--- src/rtl/m5ds_pkg.sv ---
`timescale 1ns / 1ps

package m5ds_pkg;

   localparam int SAMPLE_W       = 10;
   localparam int BEST_W         = SAMPLE_W + 1;
   localparam int INDEX_W        = 2;
   localparam int DIR_OUT_W      = 3;
   localparam int GROUP_LEN_DEF  = 5;
   localparam int DIRECTIONS_DEF = 4;

   localparam logic [BEST_W-1:0] MEDIAN_INIT = BEST_W'(1 << SAMPLE_W);

   typedef struct packed {
      logic [SAMPLE_W-1:0] sample;
      logic                begin_scan;
   } req_payload_type;

   typedef struct packed {
      logic [SAMPLE_W-1:0]  group_median;
      logic [INDEX_W-1:0]   group_index;
      logic                 scan_done;
      logic [DIR_OUT_W-1:0] direction;
   } rsp_payload_type;

   typedef struct packed {
      logic [SAMPLE_W-1:0] value;
      logic                valid;
      logic                lt;
   } link_type;

   localparam link_type LINK_HEAD = '{value: '0, valid: 1'b0, lt: 1'b0};

endpackage

--- src/rtl/m5ds_cell.sv ---
`timescale 1ns / 1ps

module m5ds_cell (
   input  logic                          clock,
   input  logic                          reset,
   input  logic                          load,
   input  logic                          clear,
   input  logic [m5ds_pkg::SAMPLE_W-1:0] sample,
   input  m5ds_pkg::link_type            prev,
   output m5ds_pkg::link_type            link,
   output logic [m5ds_pkg::SAMPLE_W-1:0] value_next
);

   logic [m5ds_pkg::SAMPLE_W-1:0] value_ff, value_in;
   logic                          valid_ff, valid_in;
   logic                          eff_valid;
   logic                          lt;

   always_comb begin
      eff_valid = valid_ff & ~clear;
      lt        = ~eff_valid | (sample < value_ff);
      if (prev.lt) begin
         value_in = prev.value;
         valid_in = prev.valid;
      end else if (lt) begin
         value_in = sample;
         valid_in = 1'b1;
      end else begin
         value_in = value_ff;
         valid_in = eff_valid;
      end
      link.value = value_ff;
      link.valid = eff_valid;
      link.lt    = lt;
      value_next = value_in;
   end

   always_ff @(posedge clock) begin
      if (reset) begin
         valid_ff <= 1'b0;
      end else if (load) begin
         valid_ff <= valid_in;
      end
   end

   always_ff @(posedge clock) begin
      if (load) begin
         value_ff <= value_in;
      end
   end

endmodule

--- src/rtl/m5ds_chain.sv ---
`timescale 1ns / 1ps

module m5ds_chain #(
   parameter int GROUP_LEN = m5ds_pkg::GROUP_LEN_DEF
) (
   input  logic                          clock,
   input  logic                          reset,
   input  logic                          load,
   input  logic                          clear,
   input  logic [m5ds_pkg::SAMPLE_W-1:0] sample,
   output logic [m5ds_pkg::SAMPLE_W-1:0] median
);

   localparam int MED_IDX = GROUP_LEN - 1 - GROUP_LEN / 2;

   m5ds_pkg::link_type            links [GROUP_LEN];
   logic [m5ds_pkg::SAMPLE_W-1:0] nexts [GROUP_LEN];

   for (genvar i = 0; i < GROUP_LEN; i++) begin : g_cell
      m5ds_cell u_cell (
         .clock      (clock),
         .reset      (reset),
         .load       (load),
         .clear      (clear),
         .sample     (sample),
         .prev       ((i == 0) ? m5ds_pkg::LINK_HEAD : links[(i == 0) ? 0 : i - 1]),
         .link       (links[i]),
         .value_next (nexts[i])
      );
   end

   assign median = nexts[MED_IDX];

endmodule

--- config.mk ---
export PLATFORM = sky130hd
export DESIGN_NAME = m5ds_chain
export DESIGN_NICKNAME = d
export VERILOG_FILES = /design/src/rtl/m5ds_pkg.sv /design/src/rtl/m5ds_cell.sv /design/src/rtl/m5ds_chain.sv
export SDC_FILE = /design/constraint.sdc
export NUM_CORES = 1
export LEC_CHECK = 0
export ABC_CLOCK_PERIOD_IN_PS = 2180
export BUFFER_PORTS_ARGS = -buffer_cell sky130_fd_sc_hd__buf_2
export CAP_MARGIN = 20
export CORE_MARGIN = 5
export CORE_UTILIZATION = 52
export DETAILED_ROUTE_END_ITERATION = 10
export GPL_TIMING_DRIVEN = 0
export PLACE_DENSITY_LB_ADDON = 0.08
export SETUP_SLACK_MARGIN = 0.15
export SYNTH_ARGS = -nofsm -noshare
export SYNTH_HDL_FRONTEND = slang
export SYNTH_SLANG_ARGS = --single-unit
--- constraint.sdc ---
create_clock -name clock -period 2.18 [get_ports clock]
set_input_delay 0.109 -clock clock [delete_from_list [all_inputs] [get_ports clock]]
set_output_delay 0.109 -clock clock [all_outputs]
set_load 0.1 [all_outputs]
# ---- Word level (Yosys, flattened, before mapping)
# Index checks and enable logic that the tools add are counted.
dict set report word_totals {
  ff_bits 33
  elab_cells 31
  inputBits 14
  out_inout_bits 10
}
dict set report op_classes {
  n_reduce_logical 3
  mux 9
  n_lt_le_gt_ge 3
  bitwise 10
}
# op count
set ops {}
lappend ops {{$mux 10} 4}
lappend ops {{$lt 10x10->1} 3}
lappend ops {{$mux 1} 5}
lappend ops {{$not 1->1} 4}
lappend ops {{$reduce_and 2->1} 2}
lappend ops {{$and 1x1->1} 3}
lappend ops {{$or 1x1->1} 3}
lappend ops {{$reduce_bool 2->1} 1}

# ---- Depth between registers and ports, before layout
# Gate-level depths: netlist (run 1).
dict set report logic_depth {
  word_depth 6
  mapped_depth 9
  depth_no_buf 8
}

# ---- Hierarchy
# A second synthesis (run 1) with hierarchy kept.
dict set report hier_totals {
  hier_cells 328
  hier_area_um2 3224.3
}
# module cells_each seq_area_each_um2 area_per_inst_um2 instances
set modules_own_cells {}
lappend modules_own_cells {m5ds_cell 109 320.3 1073.5 3}
lappend modules_own_cells {m5ds_chain 1 0.0 3.8 1}

# ---- Worst setup path before layout (run 1)
# No wires, ideal clock.
dict set report synth_path {
  path_kind {reg2reg}
  start {register g_cell[2].u_cell.value_ff[3] in the netlist's numbering}
  end {register g_cell[2].u_cell.value_ff[1] in the netlist's numbering (data pin)}
  synth_period_minus_slack_ps 3617
  required_time_ps 1673
  stages_incl_launch_ff 10
  path_slack_ps -1437
  setup_ps 507
  n_path_buf 1
  arrival_ps 3110
  path_cell_list {edfxtp_1 -> inv_1 -> ha_1 -> a211o_1 -> a21oi_1 -> o21ai_1 -> o2111ai_1 -> buf_6 -> mux2i_1 -> mux2i_1}
}
dict set report synth_via {
  elab_chain_len 4
}
# element line_no
set synth_lines {}
lappend synth_lines {{from (decl)} m5ds_cell.sv:14} ;# logic [m5ds_pkg::SAMPLE_W-1:0] value_ff, value_in;
lappend synth_lines {{from (signal assigned)} m5ds_cell.sv:48} ;# value_ff <= value_in;
lappend synth_lines {{$lt 10x10->1} m5ds_cell.sv:21} ;# lt = ~eff_valid | (sample < value_ff);
lappend synth_lines {{$or 1x1->1} m5ds_cell.sv:21}
lappend synth_lines {{$mux 10} m5ds_cell.sv:25} ;# end else if (lt) begin
lappend synth_lines {{$mux 10} m5ds_cell.sv:22} ;# if (prev.lt) begin
lappend synth_lines {{via median (one bit)} m5ds_chain.sv:11} ;# output logic [m5ds_pkg::SAMPLE_W-1:0] median
# The timed path passes the listed nets, and every way through them passes these cells.
# A chain may end at the register's enable or synchronous reset.

# ---- Final worst setup path (run 1)
dict set report layout_path {
  start {register g_cell[2].u_cell.value_ff[3] in the netlist's numbering}
  end {output port median[0] in the netlist's numbering}
}
dict set report layout_via {
  elab_chain_len 4
}
# element line_no
set layout_lines {}
lappend layout_lines {{$lt 10x10->1} m5ds_cell.sv:21}
lappend layout_lines {{$or 1x1->1} m5ds_cell.sv:21}
lappend layout_lines {{$mux 10} m5ds_cell.sv:25}
lappend layout_lines {{$mux 10} m5ds_cell.sv:22}
lappend layout_lines {{to (decl)} m5ds_chain.sv:11}
# Every way passes these cells.

==> metrics, run 1 <==
outcome=complete, but fails checks; failing checks=negative setup slack; yosys warns=0; Setup TNS Final=-12.01 ns; Hold Crit Start=reset; Static Leakage=1.40 nW; syn avg cell area=11.9 um^2; n_diodes=0; Area growth, synth to finish=60.4%; crit-path max FO=5; total power=0.00178 W; area occupied by multi-input gates=0.00140 mm^2; Max stage delay on crit path=0.41 ns; syn_nets=214; CTS sink cnt=33; initial DRC count=114; share of layout cells above drive strength 1=0.548; hold buffers post-CTS=0; wire length per cell=21.2 um; H-tree Lvls=2; pwr dens=538 mW/mm^2; antenna violations before repair=0; synthesized instance count=173; hold endpoint=g_cell[2].u_cell.valid_ff$_SDFFE_PP0P_; Total GRT Usage=0.213; max-slew violation count=0; Synth area leader=edfxtp_1; Peak supply drop=0.473 mV; Vias/cell=5.84; CTS tree=built; Setup Viol. Count Final=30; Yosys top cell area share=0.437; Synth area leaders=edfxtp_1 (44%), ha_1 (16%), mux2i_1 (8.7%), mux2_1 (5.5%), inv_1 (4.9%); Slew @ Worst Pin=0.418 ns; Root Buffer=clkbuf_8; FF-to-FF path depth=12; Max Cap Violations=0; clock tree buffer depth=2; io pins=24; post-route antenna net violation count=0; Buf/Inv on CP=3; ys flop type=edfxtp_1; final hold violation count=0; reg2reg setup slack=-0.45 ns; Num CTS Buffers=5; Slew HR=0.722; # port buffers=23; Crit Path Class=flip-flop to primary output; Register Area=961 um^2; total core area=0.00374 mm^2; CTS clock-pin slew for the worst setup and hold paths=0.07 ns; hpwl dp=3170 um; r2r endpoint=g_cell[2].u_cell.value_ff[7]$_DFFE_PP_; number of enable flip-flop cells after synthesis=30; CP max stage cell=edfxtp_1; worst hold path type=primary input to flip-flop; delay-heaviest family, CP=compound AO/OA/AOI/OAI gates; GP Congestion=0.773; final setup margin=-0.622 ns; worst clock skew=0.00669 ns; # fillers=156; row count=22; first-pass GRT wire length=8340 um; register bit total from synthesis=33; TritonRoute pass-1 iters=4; hold depth=2; worst skew pair latency=0.29 ns; Final #Nets=279; CP Data Arrival Time=2.69 ns; fmax=0.357 GHz; start of the worst register-to-register path=g_cell[2].u_cell.value_ff[3]$_DFFE_PP_; Final period util=1.29; vias in the first global route=1697; post-synthesis sequential area ratio=0.466; critical path, cell by cell=inv_2 -> ha_4 -> a211o_1 -> a21oi_2 -> o21ai_2 -> o2111ai_2 -> buf_6 -> mux2_4 -> mux2_4 -> buf_12; grt ovf=0; Tmin final=2.80 ns; unrepaired setup endpoints after global routing=yes; DRC Markers=0; Post-Syn Area=0.00206 mm^2; startpoint class of the critical path=flip-flop; library cells used by synthesis=30; largest net degree at the start of global routing=18; Worst path most repeated cell=mux2_4; DRT Wirelength=6090 um; Starting Density=0.551; asr flop ratio synth=0; Die X-Extent=73.0 um; via count=1675; Die Height=73.0 um; die area=0.00532 mm^2; CP Data Required Time=2.07 ns; Worst Setup End Kind=primary output
-- worst register-to-register path, stage by stage, from the launching register on --
cell	delay, ns
edfxtp_1	0.41
inv_2	0.09
ha_4	0.19
a211o_1	0.27
a21oi_2	0.16
o21ai_2	0.10
o2111ai_2	0.26
buf_4	0.19
buf_12	0.15
mux2i_4	0.24
mux2i_4	0.11
buf_6	0.13
buf_6	0.10
-- sequential cells by signal, indices dropped and copies added, names as in the netlist --
signal and count:
g_cell.u_cell.valid_ff 3, g_cell.u_cell.value_ff 30
-- timing repair --
item | 4_1_cts | 5_1_grt
endpoints found under the setup margin | 48 | 50
cloned | 2 | 0
pin swaps | 12 | 11
gates resized for setup | 91 | 23
setup buffers | 17 | 16
-- cells in the final DEF, fill, tap and decap left out, drive strengths merged --
cell,synthesis,routed
a211o,1,1
a21boi,1,1
a21o,4,4
a21oi,15,15
a221oi,1,1
a41o,1,1
and3,1,1
buf,3,60
clkbuf,0,9
dfxtp,3,3
edfxtp,30,30
ha,27,27
inv,28,28
mux2,12,12
mux2i,18,18
nand2,6,6
nand2b,5,5
nand3,4,4
nand4,2,2
nor2,3,3
nor2b,1,1
o2111ai,1,1
o211ai,1,1
o21a,1,1
o21ai,4,4
-- metrics by stage --
| stage | setup WS [ns] | utilization | cells | area, um^2 | hold WS [ns] |
|---|---|---|---|---|---|
| after floorplan | -0.324 | - | 173 | 2250 | 0.178 |
| after global placement | -0.411 | 0.647 | 244 | 2420 | 0.291 |
| after detailed placement | -0.465 | 0.647 | 244 | 2420 | 0.315 |
| after CTS | -0.550 | 0.825 | 271 | 3090 | 0.00713 |
| after global routing | -0.748 | 0.883 | 287 | 3310 | 0.00811 |
| final | -0.622 | 0.883 | 287 | 3310 | 0.0115 |
-- area by class of cell --
| cell class | count | share of cell area |
|---|---|---|
| Clock buffer | 8 | 0.0242 |
| Sequential cell | 33 | 0.291 |
| Buffer | 3 | 0.0140 |
| Inverter | 28 | 0.0318 |
| Multi-Input combinational cell | 109 | 0.424 |
| Timing Repair Buffer | 58 | 0.198 |
| Tap cell | 48 | 0.0182 |
-- worst max path at each step --
| stage | from | end | cells after the start |
|---|---|---|---|
| 2_1_floorplan | g_cell[2].u_cell.value_ff[3]$_DFFE_PP_ | g_cell[2].u_cell.value_ff[2]$_DFFE_PP_ | 9 |
| 3_3_place_gp | g_cell[2].u_cell.value_ff[3]$_DFFE_PP_ | median[0] | 10 |
| 3_5_place_dp | g_cell[2].u_cell.value_ff[3]$_DFFE_PP_ | median[0] | 10 |
| 4_1_cts | g_cell[2].u_cell.value_ff[3]$_DFFE_PP_ | median[0] | 10 |
| 5_1_grt | g_cell[2].u_cell.value_ff[3]$_DFFE_PP_ | median[0] | 10 |
| 6_report | g_cell[2].u_cell.value_ff[3]$_DFFE_PP_ | median[0] | 10 |
-- report_power, final --
group	internal (W)	switching (W)	total, W
Sequential	0.000739	0.0000267	0.000765
Clock	0.000227	0.000221	0.000448
Combinational	0.000252	0.000315	0.000567
-- kinds of logic after synthesis --
group	count (synthesis)	synth area share
simple gates	22	0.0558
mux	30	0.155
compound gates	30	0.0941
fa+ha+maj	27	0.164
flops	33	0.466
buf+inv	31	0.0655
-- cell usage after synthesis (all sizes together) (2+ instances only) --
library cell	instances
a21o	4
a21oi	15
buf	3
dfxtp	3
edfxtp	30
ha	27
inv	28
mux2	12
mux2i	18
nand2	6
nand2b	5
nand3	4
nand4	2
nor2	3
o21ai	4
-- metal layers --
metal,up-vias,share of wire,track usage
li1,762,-,-
met1,827,0.37,0.248
met2,70,0.54,0.378
met3,16,0.060,0.0482
met4,0,0.026,0.0799
met5,-,0,0
Note: power is estimated with default switching activity, not from simulation.
==> run 2, diff against run 1 <==
- CTS_CLUSTER_SIZE: default -> 12
- SETUP_SLACK_MARGIN: 0.15 -> default
==> run 2 against run 1 <==
Net effect: the run still ends with negative setup slack left; sequential cell count stayed put; clock power increased by 6.0%; wire length down 17%; power decreased by 3.9%; via count is 7.5% lower; clock-buffer cell count unchanged; sequential share of layout area is 2.8 points higher; critical path type unchanged; critical endpoint is now median[7].
==> metrics, run 2 (synthesis results as in run 1) <==
outcome=complete, but fails checks; failing checks=negative setup slack; die area=0.00532 mm^2 (unchanged); Final period util=1.24 (-0.0457); fmax=0.370 GHz (+3.7%); final hold violation count=0 (unchanged); Die Height=73.0 um (unchanged); via count=1549 (-7.5%); r2r endpoint=g_cell[2].u_cell.value_ff[0]$_DFFE_PP_; initial DRC count=55 (-52%); CTS tree=built; first-pass GRT wire length=8230 um (-1.3%); FF-to-FF path depth=10 (-2); share of layout cells above drive strength 1=0.427 (-0.121); Final #Nets=267 (-4.3%); io pins=24 (unchanged); Num CTS Buffers=5 (unchanged); hold buffers post-CTS=0 (unchanged); commonest non-fill, non-tap cell in the layout=edfxtp_1; worst hold path type=primary input to flip-flop; hold endpoint=g_cell[0].u_cell.valid_ff$_SDFFE_PP0P_; crit-path max FO=4 (-1); wire length per cell=18.3 um (-14%); Peak supply drop=0.395 mV (-16%); max-slew violation count=0 (unchanged); startpoint class of the critical path=flip-flop; start of the worst register-to-register path=g_cell[2].u_cell.value_ff[3]$_DFFE_PP_; Starting Density=0.551 (unchanged); Top reg by flops=g_cell.u_cell.value_ff; Total GRT Usage=0.214 (+0.000955); pwr dens=568 mW/mm^2 (+5.5%); CP Data Required Time=2.07 ns (about the same); worst clock skew=0.00675 ns (+0.0000593 ns); Setup Viol. Count Final=30 (unchanged); total core area=0.00374 mm^2 (unchanged); Worst Setup End Kind=primary output; placed inst area=0.00238 mm^2 (-1.9%); H-tree Lvls=2 (unchanged); antenna violations before repair=0 (unchanged); CTS clock-pin slew for the worst setup and hold paths=0.07 ns (about the same); Hold Crit Start=reset; grt ovf=0 (unchanged); Die X-Extent=73.0 um (unchanged); # port buffers=23 (unchanged); worst skew pair latency=0.29 ns (about the same); unrepaired setup endpoints after global routing=yes; biggest registers after layout=g_cell.u_cell.value_ff x30, g_cell.u_cell.valid_ff x3; hold depth=2 (unchanged); hpwl dp=3200 um (+1.1%); Max Cap Violations=0 (unchanged); Design Area, Final=0.00301 mm^2 (-8.9%); CP Data Arrival Time=2.59 ns (-0.10 ns); Vias/cell=5.63 (-3.5%); DRC Markers=0 (unchanged); Slew @ Worst Pin=0.364 ns (-0.0535 ns); n_diodes=0 (unchanged); GP Congestion=0.845 (+9.3%); vias in the first global route=1707 (+0.59%); placed insts=244 (unchanged); Slew HR=0.757 (+0.0356); Static Leakage=1.29 nW (-7.7%); post-route antenna net violation count=0 (unchanged); Area growth, synth to finish=46.1%; row count=22 (unchanged); DRT Wirelength=5040 um (-17%); commonest cells after routing, fill and taps aside=edfxtp_1 (30), ha_1 (23), inv_1 (21), mux2i_4 (15); largest net degree at the start of global routing=18 (unchanged); fin cells=275 (-4.2%); # fillers=209 (+34%); clock tree buffer depth=2 (unchanged); final setup margin=-0.523 ns (+0.0995 ns); reg2reg setup slack=-0.33 ns (+0.12 ns); max reg flops=30 (unchanged); TritonRoute pass-1 iters=4 (unchanged); Crit Path Class=flip-flop to primary output; CTS sink cnt=33 (unchanged); Root Buffer=clkbuf_8; Tmin final=2.70 ns (-0.0995 ns)
-- run 2: cell types whose count changed in the layout (fill, tap and decap cells not counted), sizes merged --
| cell | previous run | this run |
|---|---|---|
| buf | 60 | 49 |
| clkbuf | 9 | 8 |
-- run 2: cell type report --
class | instances | area, um^2 | share of cell area
buffer | 3 | 42.5 | 0.0141
clock buffer | 8 | 90.1 | 0.0299
inverter | 28 | 105 | 0.0349
multi-input combinational | 109 | 1260 | 0.419
sequential | 33 | 961 | 0.319
tap | 48 | 60.1 | 0.0199
timing repair buffer | 46 | 492 | 0.163
-- run 2: report_power, final --
part / switching (W) / leakage (nW) / total, W / internal [W]
registers: 0.0000213 / 0.318 / 0.000760 / 0.000738
clock network: 0.000218 / 0.0455 / 0.000475 / 0.000257
logic: 0.000279 / 0.926 / 0.000476 / 0.000197
total: 0.000519 / 1.29 / 0.00171 / 0.00119
-- run 2: how the worst max path moves through the flow --
stage / startpoint / to / slack (ns) / depth (start not counted)
floorplan: g_cell[2].u_cell.value_ff[3]$_DFFE_PP_ / g_cell[2].u_cell.value_ff[1]$_DFFE_PP_ / -0.32 / 9
global placement: g_cell[2].u_cell.value_ff[3]$_DFFE_PP_ / median[0] / -0.41 / 10
detailed placement: g_cell[2].u_cell.value_ff[3]$_DFFE_PP_ / median[0] / -0.40 / 10
CTS: g_cell[2].u_cell.value_ff[3]$_DFFE_PP_ / median[3] / -0.53 / 11
global route: g_cell[2].u_cell.value_ff[3]$_DFFE_PP_ / median[0] / -0.63 / 10
finish: g_cell[2].u_cell.value_ff[7]$_DFFE_PP_ / median[7] / -0.52 / 12
-- run 2: repair_timing --
action                                  4_1_cts  5_1_grt
endpoints found under the setup margin       40       48
gates cloned                                  2        0
buffers inserted                             18        6
pin swaps                                     5        4
gates resized for setup                      65       12
-- run 2: per-layer routing --
metal | routed length [um] | track usage | share of wire
met1 | 1950 | 0.233 | 0.39
met2 | 2700 | 0.389 | 0.53
met3 | 196 | 0.0496 | 0.039
met4 | 204 | 0.0984 | 0.040
met5 | 0 | 0 | 0
-- run 2: critical path, cell delays in order (launching register included) --
cell and delay [ns]:
edfxtp_1 0.40, inv_1 0.06, ha_1 0.30, a21oi_1 0.09, o21ai_2 0.16, a41o_1 0.13
o2111ai_2 0.15, buf_6 0.17, buf_12 0.12, buf_6 0.11, mux2i_4 0.18, mux2i_4 0.22
buf_12 0.21
-- run 2: stage by stage --
step / hold slack [ns] / setup slack (ns) / util / TNS, ns / total power [W]
final: 0.0122 / -0.523 / 0.805 / -7.75 / 0.00171
after detailed placement: 0.308 / -0.397 / 0.635 / -9.56 / 0.00113
after CTS: 0.00510 / -0.529 / 0.789 / -7.44 / 0.00169
after global routing: 0.00425 / -0.632 / 0.805 / -10.96 / 0.00179
after global placement: 0.293 / -0.411 / 0.635 / -8.17 / 0.00111
after floorplan: 0.178 / -0.324 / - / -4.29 / 0.00104
==> run 3, diff against run 2 <==
- RECOVER_POWER: default -> 100
==> run 3 against run 2 <==
Net effect: the flow still finishes with violations (negative setup slack); cell area down 0.54%; register-to-register slack about the same; cell count unchanged; non-clock buffer count unchanged; via count up 0.39%; clock power about the same; largest cell class unchanged; critical path type unchanged.
==> metrics, run 3 (synthesis results as in run 1) <==
n_diodes=0 (unchanged); Area growth, synth to finish=45.3%; reg2reg setup slack=-0.33 ns (about the same); total power=0.00171 W (about the same); CTS sink cnt=33 (unchanged); worst clock skew=0.00666 ns (-0.0000912 ns); CTS tree=built; die area=0.00532 mm^2 (unchanged); outcome=complete, but fails checks; grt ovf=0 (unchanged); Vias/cell=5.65 (+0.39%); largest net degree at the start of global routing=18 (unchanged); antenna violations before repair=0 (unchanged); clock tree buffer depth=2 (unchanged); Die X-Extent=73.0 um (unchanged); Crit Path Class=flip-flop to primary output; hpwl dp=3200 um (unchanged); Peak supply drop=0.394 mV (-0.26%); Num CTS Buffers=5 (unchanged); final hold violation count=0 (unchanged); unrepaired setup endpoints after global routing=yes; share of layout cells above drive strength 1=0.379 (-0.0485); # port buffers=23 (unchanged); CTS clock-pin slew for the worst setup and hold paths=0.07 ns (about the same); CP Data Arrival Time=2.60 ns (about the same); Final #Nets=267 (unchanged); crit-path max FO=4 (unchanged); total core area=0.00374 mm^2 (unchanged); TritonRoute pass-1 iters=4 (unchanged); vias in the first global route=1707 (unchanged); via count=1555 (+0.39%); Worst Setup End Kind=primary output; Slew HR=0.414 (-0.343); hold endpoint=g_cell[0].u_cell.valid_ff$_SDFFE_PP0P_; commonest non-fill, non-tap cell in the layout=edfxtp_1; final setup margin=-0.526 ns (-0.00346 ns); Hold Slack=0.0177 ns (+0.00548 ns); worst hold path type=primary input to flip-flop; Final period util=1.24 (+0.00159); FF-to-FF path depth=10 (unchanged); Setup Viol. Count Final=31 (+3.3%); worst skew pair latency=0.29 ns (about the same); Hold Crit Start=reset; hold depth=2 (unchanged); r2r endpoint=g_cell[2].u_cell.value_ff[0]$_DFFE_PP_; initial DRC count=53 (-3.6%); Static Leakage=1.26 nW (-2.1%); Setup TNS Final=-8.03 ns (-0.281 ns); commonest cells after routing, fill and taps aside=edfxtp_1 (30), ha_1 (23), inv_1 (21), mux2i_4 (15); biggest registers after layout=g_cell.u_cell.value_ff x30, g_cell.u_cell.valid_ff x3; startpoint class of the critical path=flip-flop; CP Data Required Time=2.07 ns (about the same); Total GRT Usage=0.214 (unchanged); post-route antenna net violation count=0 (unchanged); max reg flops=30 (unchanged); Top reg by flops=g_cell.u_cell.value_ff; H-tree Lvls=2 (unchanged); pwr dens=571 mW/mm^2 (+0.45%); io pins=24 (unchanged); failing checks=negative setup slack; wire length per cell=18.5 um (+0.75%); Final Util=0.800 (-0.00435); DRT Wirelength=5080 um (+0.75%); fmax=0.370 GHz (-0.13%); Tmin final=2.71 ns (+0.00346 ns); start of the worst register-to-register path=g_cell[2].u_cell.value_ff[3]$_DFFE_PP_; first-pass GRT wire length=8230 um (unchanged); Root Buffer=clkbuf_8; row count=22 (unchanged); Starting Density=0.551 (unchanged); Max Cap Violations=0 (unchanged); Die Height=73.0 um (unchanged); hold buffers post-CTS=0 (unchanged); Slew @ Worst Pin=0.879 ns (+0.515 ns); DRC Markers=0 (unchanged); max-slew violation count=0 (unchanged); GP Congestion=0.845 (unchanged)
==> run 3: per-layer routing <==
layer	vias up	track usage	routed length [um]	share of wire
met4	0	0.0984	201	0.040
li1	735	-	-	-
met1	755	0.233	1970	0.39
met5	-	0	0	0
met2	45	0.389	2680	0.53
met3	20	0.0496	223	0.044
==> run 3: what timing repair did <==
item,in CTS,in global routing
pin swaps,5,4
setup endpoints to repair,40,48
setup buffers,18,6
gates resized for setup,65,12
cloned,2,0
==> run 3: cell type report <==
cell class,instances,area [um^2]
buffer,3,42.5
clock buffer,8,90.1
fill,214,747
inverter,28,105
multi-input combinational,109,1260
sequential,33,961
tap,48,60.1
timing repair buffer,46,479
==> run 3: worst max path at each step <==
| stage | startpoint | end | slack [ns] | cells past startpoint |
|---|---|---|---|---|
| after global routing | g_cell[2].u_cell.value_ff[3]$_DFFE_PP_ | median[0] | -0.63 | 10 |
| after CTS | g_cell[2].u_cell.value_ff[3]$_DFFE_PP_ | median[3] | -0.53 | 11 |
| after global placement | g_cell[2].u_cell.value_ff[3]$_DFFE_PP_ | median[0] | -0.41 | 10 |
| final | g_cell[2].u_cell.value_ff[7]$_DFFE_PP_ | median[7] | -0.53 | 12 |
| after floorplan | g_cell[2].u_cell.value_ff[3]$_DFFE_PP_ | g_cell[2].u_cell.value_ff[1]$_DFFE_PP_ | -0.32 | 9 |
| after detailed placement | g_cell[2].u_cell.value_ff[3]$_DFFE_PP_ | median[0] | -0.40 | 10 |
==> run 3: worst max-delay path: stages (launching register included) <==
cell,delay [ns]
edfxtp_1,0.40
inv_1,0.06
ha_1,0.31
a21oi_1,0.09
o21ai_2,0.16
a41o_1,0.13
o2111ai_2,0.15
buf_6,0.17
buf_12,0.12
buf_6,0.11
mux2i_4,0.18
mux2i_4,0.22
buf_12,0.21
==> run 3: through the flow <==
stage,std cells,area (um^2),setup slack (ns)
3_3_place_gp,244,2380,-0.411
5_1_grt,275,3000,-0.632
3_5_place_dp,244,2380,-0.397
2_1_floorplan,173,2200,-0.324
6_report,275,3000,-0.526
4_1_cts,272,2950,-0.529
==> run 3: report_power, final <==
| group | leakage (nW) | total [W] | internal [W] | switching [W] |
|---|---|---|---|---|
| registers | 0.318 | 0.000760 | 0.000738 | 0.0000215 |
| clock network | 0.0455 | 0.000476 | 0.000257 | 0.000219 |
| logic | 0.898 | 0.000474 | 0.000194 | 0.000280 |
| total | 1.26 | 0.00171 | 0.00119 | 0.000520 |
